<file path="config.mk">
export PLATFORM = sky130hd
export DESIGN_NAME = fifo_with_indexed_discard
export DESIGN_NICKNAME = d
export VERILOG_FILES = /design/src/hdl/fdq_pkg.sv /design/src/hdl/fdq_ctrl.sv /design/src/hdl/fdq_store.sv /design/src/hdl/fifo_with_indexed_discard.sv
export VERILOG_INCLUDE_DIRS = /design/src /design/src/hdl
export SDC_FILE = /design/constraint.sdc
export NUM_CORES = 1
export LEC_CHECK = 0
export BUFFER_PORTS_ARGS = -buffer_cell sky130_fd_sc_hd__buf_4
export CAP_MARGIN = 40
export CORE_MARGIN = 1.5
export CORE_UTILIZATION = 50
export CTS_BUF_LIST = sky130_fd_sc_hd__clkbuf_16
export CTS_CLUSTER_DIAMETER = 80
export DETAILED_ROUTE_END_ITERATION = 7
export PLACE_DENSITY = 0.66
export SLEW_MARGIN = 5
export SYNTH_ARGS = -nofsm -noshare
export SYNTH_HDL_FRONTEND = slang
export SYNTH_SLANG_ARGS = --single-unit
</file>
<file path="constraint.sdc">
create_clock -name clk -period 14.9 [get_ports clk]
set_input_delay 2.235 -clock clk [delete_from_list [all_inputs] [get_ports clk]]
set_output_delay 2.235 -clock clk [all_outputs]
set_load 0.02 [all_outputs]
</file>
<file path="src/hdl/assert_macros.svh">
// assertion macros shared by the fifo_with_indexed_discard rtl
`ifndef ASSERT_MACROS_SVH
`define ASSERT_MACROS_SVH

// same-cycle implication, checked outside reset
`define CHK_IMP(lbl, clk_s, rst_s, ante, cons) \
  lbl: assert property (@(posedge clk_s) disable iff (rst_s) (ante) |-> (cons)) \
    else $error("same-cycle check failed");

// next-cycle implication, checked outside reset
`define CHK_NXT(lbl, clk_s, rst_s, ante, cons) \
  lbl: assert property (@(posedge clk_s) disable iff (rst_s) (ante) |=> (cons)) \
    else $error("next-cycle check failed");

`endif

</file>
<file path="src/hdl/fdq_pkg.sv">
// shared types and codes for the fifo with indexed discard
`timescale 1ns / 1ps

package fdq_pkg;

  typedef enum logic [1:0] {
    OP_ENQ     = 2'd0,
    OP_DEQ     = 2'd1,
    OP_DISCARD = 2'd2,
    OP_QUERY   = 2'd3
  } op_t;

  typedef enum logic [1:0] {
    ST_OK    = 2'd0,
    ST_FULL  = 2'd1,
    ST_EMPTY = 2'd2,
    ST_RANGE = 2'd3
  } status_t;

  typedef struct packed {
    op_t                op;
    logic signed [31:0] value;
    logic [3:0]         position;
  } req_t;

  typedef struct packed {
    logic signed [31:0] front_value;
    logic [4:0]         count;
    logic               is_empty;
    status_t            status;
  } rsp_t;

  // storage update controls from the decision logic
  typedef struct packed {
    logic wr_en;
    logic shift_en;
  } store_ctl_t;

endpackage

</file>
<file path="src/hdl/fdq_ctrl.sv">
// request decode: status, new element count and storage controls
`timescale 1ns / 1ps

module fdq_ctrl #(
  parameter int DEPTH = 16
) (
  input  logic                         valid,
  input  fdq_pkg::op_t                 op,
  input  logic [3:0]                   position,
  input  logic [$clog2(DEPTH+1)-1:0]   held,
  output fdq_pkg::store_ctl_t          ctl,
  output logic [$clog2(DEPTH)-1:0]     shift_idx,
  output logic [$clog2(DEPTH)-1:0]     wr_idx,
  output logic [$clog2(DEPTH+1)-1:0]   held_next,
  output fdq_pkg::status_t             status
);
  import fdq_pkg::*;

  localparam int HELD_W = $clog2(DEPTH + 1);
  localparam int IDX_W  = $clog2(DEPTH);
  localparam int CMP_W  = (HELD_W > 4) ? HELD_W : 4;

  logic [CMP_W-1:0] held_ext;
  logic [CMP_W-1:0] pos_ext;

  assign held_ext = CMP_W'(held);
  assign pos_ext  = CMP_W'(position);
  assign wr_idx   = held[IDX_W-1:0];

  always_comb begin
    ctl       = '0;
    shift_idx = '0;
    held_next = held;
    status    = ST_OK;
    if (valid) begin
      case (op)
        OP_ENQ: begin
          if (held == HELD_W'(DEPTH)) begin
            status = ST_FULL;
          end else begin
            ctl.wr_en = 1'b1;
            held_next = held + HELD_W'(1);
          end
        end
        OP_DEQ: begin
          if (held == '0) begin
            status = ST_EMPTY;
          end else begin
            ctl.shift_en = 1'b1;
            held_next    = held - HELD_W'(1);
          end
        end
        OP_DISCARD: begin
          if (pos_ext >= held_ext) begin
            status = ST_RANGE;
          end else begin
            ctl.shift_en = 1'b1;
            shift_idx    = pos_ext[IDX_W-1:0];
            held_next    = held - HELD_W'(1);
          end
        end
        default: begin
          // query leaves everything as it is
        end
      endcase
    end
  end

endmodule

</file>
<file path="src/hdl/fdq_store.sv">
// element storage: row of slots with append and one-place close-up shift
`timescale 1ns / 1ps

module fdq_store #(
  parameter int DEPTH      = 16,
  parameter int ELEM_WIDTH = 32
) (
  input  logic                      clk,
  input  fdq_pkg::store_ctl_t       ctl,
  input  logic [$clog2(DEPTH)-1:0]  shift_idx,
  input  logic [$clog2(DEPTH)-1:0]  wr_idx,
  input  logic [ELEM_WIDTH-1:0]     wr_data,
  output logic [ELEM_WIDTH-1:0]     head_next
);
  import fdq_pkg::*;

  localparam int IDX_W = $clog2(DEPTH);

  logic [ELEM_WIDTH-1:0] slot      [DEPTH];
  logic [ELEM_WIDTH-1:0] slot_next [DEPTH];

  always_comb begin
    for (int i = 0; i < DEPTH; i++) begin
      slot_next[i] = slot[i];
      // every slot at or past the gap, except the last, takes its neighbor's element
      if (ctl.shift_en && (IDX_W'(i) >= shift_idx) && (i < DEPTH - 1)) begin
        slot_next[i] = slot[(i + 1) % DEPTH];
      end
      if (ctl.wr_en && (IDX_W'(i) == wr_idx)) begin
        slot_next[i] = wr_data;
      end
    end
  end

  always_ff @(posedge clk) begin
    for (int i = 0; i < DEPTH; i++) begin
      slot[i] <= slot_next[i];
    end
  end

  assign head_next = slot_next[0];

endmodule

</file>
<file path="src/hdl/fifo_with_indexed_discard.sv">
// top level: bounded fifo of elements with discard at an index from the front
`timescale 1ns / 1ps
`include "assert_macros.svh"

// A request (enqueue, dequeue, discard at position, or query) is taken on any
// clock edge where start is high; busy never rises, so one transaction can be
// issued every cycle. The request lands in an input register, is decided and
// applied to the storage in the following cycle, and its result is presented
// on rsp with done high for exactly one cycle. The receiver cannot stall: done
// is a strobe and rsp is only valid with it. Throughput is one request per
// clock, since the whole slot row is updated at once, where a discard moves
// every later element one place forward in parallel. Results report the
// queue as it stands after the request: front element (zero when empty),
// element count, empty flag and a status code. Refused requests (enqueue when
// full, dequeue when empty, discard at or past the count) change nothing and
// carry their status code.

module fifo_with_indexed_discard #(
  parameter int DEPTH      = 16,
  parameter int ELEM_WIDTH = 32
) (
  input  logic          clk,
  input  logic          rst,
  input  logic          start,
  output logic          busy,
  input  fdq_pkg::req_t req,
  output logic          done,
  output fdq_pkg::rsp_t rsp
);
  import fdq_pkg::*;

  localparam int HELD_W = $clog2(DEPTH + 1);
  localparam int IDX_W  = $clog2(DEPTH);
  localparam int FW     = (ELEM_WIDTH > 32) ? ELEM_WIDTH : 32;
  localparam int CW     = (HELD_W > 5) ? HELD_W : 5;

  // input register
  logic                  in_valid;
  req_t                  req_q;

  // queue state
  logic [HELD_W-1:0]     held;
  logic [HELD_W-1:0]     held_next;

  // decision outputs
  store_ctl_t            ctl;
  logic [IDX_W-1:0]      shift_idx;
  logic [IDX_W-1:0]      wr_idx;
  status_t               status;

  // element paths
  logic [FW-1:0]         val_wide;
  logic [ELEM_WIDTH-1:0] wr_data;
  logic [ELEM_WIDTH-1:0] head_next;
  logic [FW-1:0]         head_wide;
  logic [CW-1:0]         count_wide;
  rsp_t                  rsp_next;

  // never held off: the pipeline takes a transaction every cycle
  assign busy = 1'b0;

  always_ff @(posedge clk) begin
    if (rst) begin
      in_valid <= 1'b0;
    end else begin
      in_valid <= start;
    end
  end

  always_ff @(posedge clk) begin
    if (start) begin
      req_q <= req;
    end
  end

  // stored elements keep the low ELEM_WIDTH bits, upper bits zero when wider
  assign val_wide = FW'($unsigned(req_q.value));
  assign wr_data  = val_wide[ELEM_WIDTH-1:0];

  fdq_ctrl #(
    .DEPTH(DEPTH)
  ) u_ctrl (
    .valid     (in_valid),
    .op        (req_q.op),
    .position  (req_q.position),
    .held      (held),
    .ctl       (ctl),
    .shift_idx (shift_idx),
    .wr_idx    (wr_idx),
    .held_next (held_next),
    .status    (status)
  );

  fdq_store #(
    .DEPTH      (DEPTH),
    .ELEM_WIDTH (ELEM_WIDTH)
  ) u_store (
    .clk       (clk),
    .ctl       (ctl),
    .shift_idx (shift_idx),
    .wr_idx    (wr_idx),
    .wr_data   (wr_data),
    .head_next (head_next)
  );

  // result reflects the state after this request
  assign head_wide  = FW'(head_next);
  assign count_wide = CW'(held_next);

  always_comb begin
    rsp_next.front_value = (held_next == '0) ? '0 : head_wide[31:0];
    rsp_next.count       = count_wide[4:0];
    rsp_next.is_empty    = (held_next == '0);
    rsp_next.status      = status;
  end

  always_ff @(posedge clk) begin
    if (rst) begin
      held <= '0;
      done <= 1'b0;
    end else begin
      held <= held_next;
      done <= in_valid;
    end
  end

  always_ff @(posedge clk) begin
    if (in_valid) begin
      rsp <= rsp_next;
    end
  end

  // count never passes capacity
  `CHK_IMP(a_held_bound, clk, rst, 1'b1, held <= HELD_W'(DEPTH))
  // every registered request yields exactly one result strobe next cycle
  `CHK_NXT(a_done_follows, clk, rst, in_valid, done)
  // empty flag agrees with the element count held
  `CHK_IMP(a_empty_flag, clk, rst, done, rsp.is_empty == (held == '0))
  // a refused enqueue only happens at capacity
  `CHK_IMP(a_full_status, clk, rst, done && (rsp.status == ST_FULL), held == HELD_W'(DEPTH))
  // no request in flight leaves the count alone
  `CHK_NXT(a_idle_stable, clk, rst, !in_valid, $stable(held))

endmodule
</file>
# Word level (Yosys, flattened, before mapping)

Memory sizes are Yosys's and may differ from the RTL's.
Cells that the tools add are included.

Bits of input ports: 41
Memories kept: 1
Bits in writable memories: 512
Output and inout bits: 42
Logic and storage cells: 131
Register bits: 85

Memories:

| memory       | words | bits a word | read ports | clocked after memory_dff | write ports | RTL line        | text |
|---|---|---|---|---|---|---|---|
| u_store.slot | 16    | 32          | 16         | 0                        | 16          | fdq_store.sv:19 | `logic [ELEM_WIDTH-1:0] slot [DEPTH];` |

Reduce and logical (&&, ||, !) cells: 35
Multiplexer cells: 49
Add/subtract/negate cells: 2
Eq/ne operators: 18
$lt $le $gt $ge: 16

Operators with widths:

| cell                                               | number |
|---|---|
| two-way mux 32 bit                                 | 31 |
| == test 4 bit, first input constant                | 8 |
| logical AND 1 bit                                  | 31 |
| >= comparator 4 bit, first input constant          | 7 |
| two-way mux 5 bit                                  | 4 |
| == test 3 x 4 -> 1 bit, first input constant       | 4 |
| >= comparator 3 x 4 -> 1 bit, first input constant | 4 |
| one-hot mux 5 bit (3 select lines)                 | 1 |
| two-way mux 4 bit                                  | 3 |
| zero test 5 bit                                    | 2 |
| == test 2 x 4 -> 1 bit, first input constant       | 2 |
| >= comparator 1 x 4 -> 1 bit, first input constant | 2 |
| >= comparator 2 x 4 -> 1 bit, first input constant | 2 |
| two-way mux 2 bit                                  | 3 |
| one-hot mux 2 bit (3 select lines)                 | 1 |
| adder 5 x 1 -> 5 bit, second input constant        | 1 |
| == test 5 bit, second input constant               | 1 |
| >= comparator 4 x 5 -> 1 bit                       | 1 |
| two-way mux 1 bit                                  | 5 |
| subtractor 5 x 1 -> 5 bit, second input constant   | 1 |
| == test 1 x 4 -> 1 bit, first input constant       | 1 |
| zero test 4 bit                                    | 1 |
| == test 2 x 1 -> 1 bit, second input constant      | 1 |
| == test 2 bit, second input constant               | 1 |
| other kinds (2)                                    | 2 |

# Longest topological paths before layout

Word-level depth: 8
Gate-level depth with buffers: 10

# By module

A second synthesis with hierarchy kept.

Cells, all modules: 1471
Area total of the unflattened synthesis: 25253.0 sq um

Modules (own cells, without submodules):

| module                    | instances | seq. area each (sq um) | area an instance (sq um) | cells an instance |
|---|---|---|---|---|
| fdq_store                 | 1         | 15054.4                | 21844.7                  | 1247 |
| fifo_with_indexed_discard | 1         | 2482.4                 | 2832.7                   | 135 |
| fdq_ctrl                  | 1         | 0.0                    | 575.6                    | 89 |

# Worst setup path after synthesis

Ideal clock, no wire load.

Path kind: register to register
From: register in_valid (netlist name)
To: memory u_store.slot[6][0] (netlist: u_store.slot[0][192]) (enable)
Cell stages (with the launch flop): 5
Period minus slack after synthesis: 5.001 ns
Buffers on the path: 1
Path slack: 9.899 ns
Arrival: 4.536 ns
Setup time: 0.466 ns
Cells stage by stage: dfxtp_1 > nand2_1 > clkbuf_1 > a211o_1 > o21ai_0

RTL lines:

| element       | RTL line |
|---|---|
| end, declared | fdq_store.sv:19 |

==> results.toml <==
[placed_design]
gp_congestion = 0.8381
port-buffer-count = 81
post_dp_cell_area_um2 = 26550
dpl.hpwl_mm = 27.89

[routing]
detail_route.wl_per_cell_um = 20.47
routed_via_density = 5.554
vias = 12570
drt_wl_total_mm = 46.34
ant_nets = 0
drt_drc_violations_left = 0
detail_route.iter0.violations = 853
drt_pass1_iterations = 5

[finish]
postLayoutCellArea_um2 = 28390
area_growth_pct = 13.22
post_route_cells_drive_above_1_share = 0.4163
layout.cells.most_common = "sky130_fd_sc_hd__edfxtp_1"
final_net_count = 1605
filler_cell_count = 3791
layout.core_utilization = 0.5764
mostFrequentLayoutCells = "sky130_fd_sc_hd__edfxtp_1, sky130_fd_sc_hd__mux2_2, sky130_fd_sc_hd__buf_4"
antenna-diode-count = 0

[worst_setup_path]
worst_path_largest_cell_delay_ns = 0.75
worst_path_dominant_cell_family = "buffers and inverters"
crit_path_end_kind = "register"
path_common_cell = "sky130_fd_sc_hd__buf_4"
cp_cell_sequence = "inv_1, ha_1, o21bai_1, a2bb2oi_2, o21ai_2, buf_4, nand2_1, o21ai_4, buf_4"
cp_data_arrival_time_ns = 3.86
crit_type = "register to register"
timing.critical_path.from_type = "register"
timing.critical_path.required_ns = 15.15
rrSetupSlack_ns = 11.28
cp.buffers_inverters = 3
cpMaxStageDelayCell = "sky130_fd_sc_hd__dfxtp_1"
worst-path-max-fanout = 36

[global_route]
initial_antenna_violation_count = 0
grt_usage = 0.1832
largest_net_degree_at_the_start_of_global_routing = 58
overflow = 0
grt_first_pass_wirelength_mm = 73.23
first_global_vias = 12800

[clock_network]
clk_transition_reported_paths_ns = 0.06
cts_num_sinks = 597
cts.hold.buffers_added = 0
cts_made_buffers = 61
cts.repair.resized = 0
clk_latency_ns = 0.62
post_cts.repair.setup_buffers = 0
cts_root_buf = "sky130_fd_sc_hd__clkbuf_16"
tritoncts = "built"
htreeDepth = 2
clock_path_buffers = 3

[sta]
worst_slew_pin_slew_ns = 0.7482
worst_slew_margin_rel = 0.5012
grt_setup_unrepaired = "no"
fmax_mhz = 276.4
fin_crit_ns = 3.618
timing.setup.tns_ns = 0
report.final.slew_viol_count = 0
timing.final.crit_share = 0.2428
finClkSkew_ns = 0.02366
final-hold-violation-count = 0
timing.final.setup_violations = 0

[synth]
post_synthesis_sequential_area_ratio = 0.6994
postSynthNetCount = 1536
post_synth_instance_area_um2 = 25070
synth_async_reset_ratio = 0
synth_cells = 1482
flop_and_latch_count_out_of_synthesis = 597
synth_area_per_cell_um2 = 16.92
synth_cell_type_count = 51
ys_dominant_reg_cell = "sky130_fd_sc_hd__edfxtp_1"
post_synth_edffs = 558
yosys_warnings = 0

[die]
die-height_um = 226.9
placement_rows = 81
boundaryPins = 83
starting_utilization_of_the_core_area = 0.5090
die_width_um = 226.9
design.core.area_um2 = 49250
die-area_um2 = 51500

[power_and_ir_drop]
worst_ir_drop_vdd_mv = 0.08650
power-per-cell-area_nw_per_um2 = 127.1
pwr-share-comb = 0.063
power_frac_seq = 0.548
leakage_uw = 0.009622
p_switching_uw = 800.4
power.clock.fraction = 0.389
power.internal_uw = 2806
power.share.switching = 0.2219

[status]
run_status = "finished, final reports clean"

[worst_hold_path]
hold_path.class = "register to register"

[run]
drv_cap = 0
## through the flow
step           setup slack, ns  power (uW)  hold WS (ns)  instances
2_1_floorplan            9.899        2143        0.4506       1482
3_3_place_gp             10.80        2223        0.4826       2141
3_5_place_dp             11.21        2237        0.4803       2152
4_1_cts                  11.26        3646        0.4927       2264
5_1_grt                  11.01        3741        0.5147       2264
6_report                 11.28        3607        0.4891       2264
## worst paths after layout
| path | startpoint | to | depth (start not counted) |
|---|---|---|---|
| setup / recovery | held[3] | u_store.slot[1][164] | 9 |
| hold / removal | u_store.slot[0][18] | u_store.slot[0][18] | 2 |
| setup reg to reg | held[3] | u_store.slot[1][164] | 9 |
| hold reg to reg | u_store.slot[0][18] | u_store.slot[0][18] | 2 |
## registers in the layout, indices dropped and copies added (netlist names)
name and count:
val_wide 32, done 1, u_store.slot 512, req_q 6, in_valid 1, held 5, rsp 40
## worst reg2reg max path, cell delays in order (launching register included)
cell                        delay, ns
sky130_fd_sc_hd__dfxtp_1         0.75
sky130_fd_sc_hd__inv_1           0.26
sky130_fd_sc_hd__ha_1            0.39
sky130_fd_sc_hd__o21bai_1        0.21
sky130_fd_sc_hd__a2bb2oi_2       0.11
sky130_fd_sc_hd__o21ai_2         0.07
sky130_fd_sc_hd__buf_4           0.35
sky130_fd_sc_hd__nand2_1         0.38
sky130_fd_sc_hd__o21ai_4         0.24
sky130_fd_sc_hd__buf_4           0.48
## cell usage after synthesis (2+ instances only)
master,number,share of area
sky130_fd_sc_hd__and3_1,3,0.00075
sky130_fd_sc_hd__a31oi_1,32,0.0080
sky130_fd_sc_hd__mux2i_1,2,0.00080
sky130_fd_sc_hd__nand4_1,34,0.0085
sky130_fd_sc_hd__nor2_1,45,0.0067
sky130_fd_sc_hd__edfxtp_1,558,0.67
sky130_fd_sc_hd__nor2b_1,9,0.0022
sky130_fd_sc_hd__nand2_1,30,0.0045
sky130_fd_sc_hd__o31ai_1,32,0.0096
sky130_fd_sc_hd__buf_1,2,0.00030
sky130_fd_sc_hd__a21oi_1,7,0.0014
sky130_fd_sc_hd__nand3_1,7,0.0014
sky130_fd_sc_hd__o211ai_1,3,0.00090
sky130_fd_sc_hd__ha_1,13,0.0065
sky130_fd_sc_hd__a21boi_0,21,0.0063
sky130_fd_sc_hd__a311o_1,2,0.00080
sky130_fd_sc_hd__mux2_2,448,0.20
sky130_fd_sc_hd__o21a_1,3,0.00090
sky130_fd_sc_hd__and2_1,7,0.0017
sky130_fd_sc_hd__a21boi_1,11,0.0033
sky130_fd_sc_hd__nor3_1,6,0.0012
sky130_fd_sc_hd__o22ai_1,3,0.00075
sky130_fd_sc_hd__o21ai_0,15,0.0030
sky130_fd_sc_hd__inv_1,12,0.0018
sky130_fd_sc_hd__buf_2,37,0.0074
sky130_fd_sc_hd__dfxtp_1,39,0.031
sky130_fd_sc_hd__clkbuf_1,74,0.011
sky130_fd_sc_hd__xnor2_1,2,0.00070
sky130_fd_sc_hd__nand2b_1,3,0.00075
## final cells by class
| cell class | count | area [um2] | share of cell area |
|---|---|---|---|
| clock inverters | 49 | 265.3 | 0.009344 |
| well taps | 664 | 830.8 | 0.02927 |
| repair buffers | 120 | 1022 | 0.03601 |
| multi-input cells | 758 | 7107 | 0.2503 |
| flip-flops and latches | 597 | 17540 | 0.6178 |
| clock buffers | 63 | 1577 | 0.05553 |
| inverters | 13 | 48.80 | 0.001719 |
## kinds of logic (layout without fill, tap and decap cells)
family | after synthesis | count (layout) | synth area share
buffers and inverters | 127 | 245 | 0.02101
DFF | 597 | 597 | 0.6994
muxes | 450 | 450 | 0.2020
other | 1 | 1 | 0.0001496
AOI/OAI and AO/OA | 141 | 141 | 0.03952
xor gates and xnor gates | 3 | 3 | 0.001048
adders and majority gates | 13 | 13 | 0.006488
and+or+nand+nor | 150 | 150 | 0.03034
## power groups by stage
stage          Clock [uW]  Sequential (uW)  Combinational, uW
2_1_floorplan           0             1990                152
3_3_place_gp            0             2010                211
3_5_place_dp            0             2010                225
4_1_cts              1440             1980                226
5_1_grt              1500             1990                247
6_report             1400             1980                226
## routing by layer
layer	GRT usage	up-vias	part of all wire
met4	0.05704	0	0.021
li1	-	5952	-
met3	0.02723	72	0.042
met2	0.2937	252	0.46
met5	0	-	0
met1	0.2600	6298	0.48
Power figures use the tool's default switching activity.
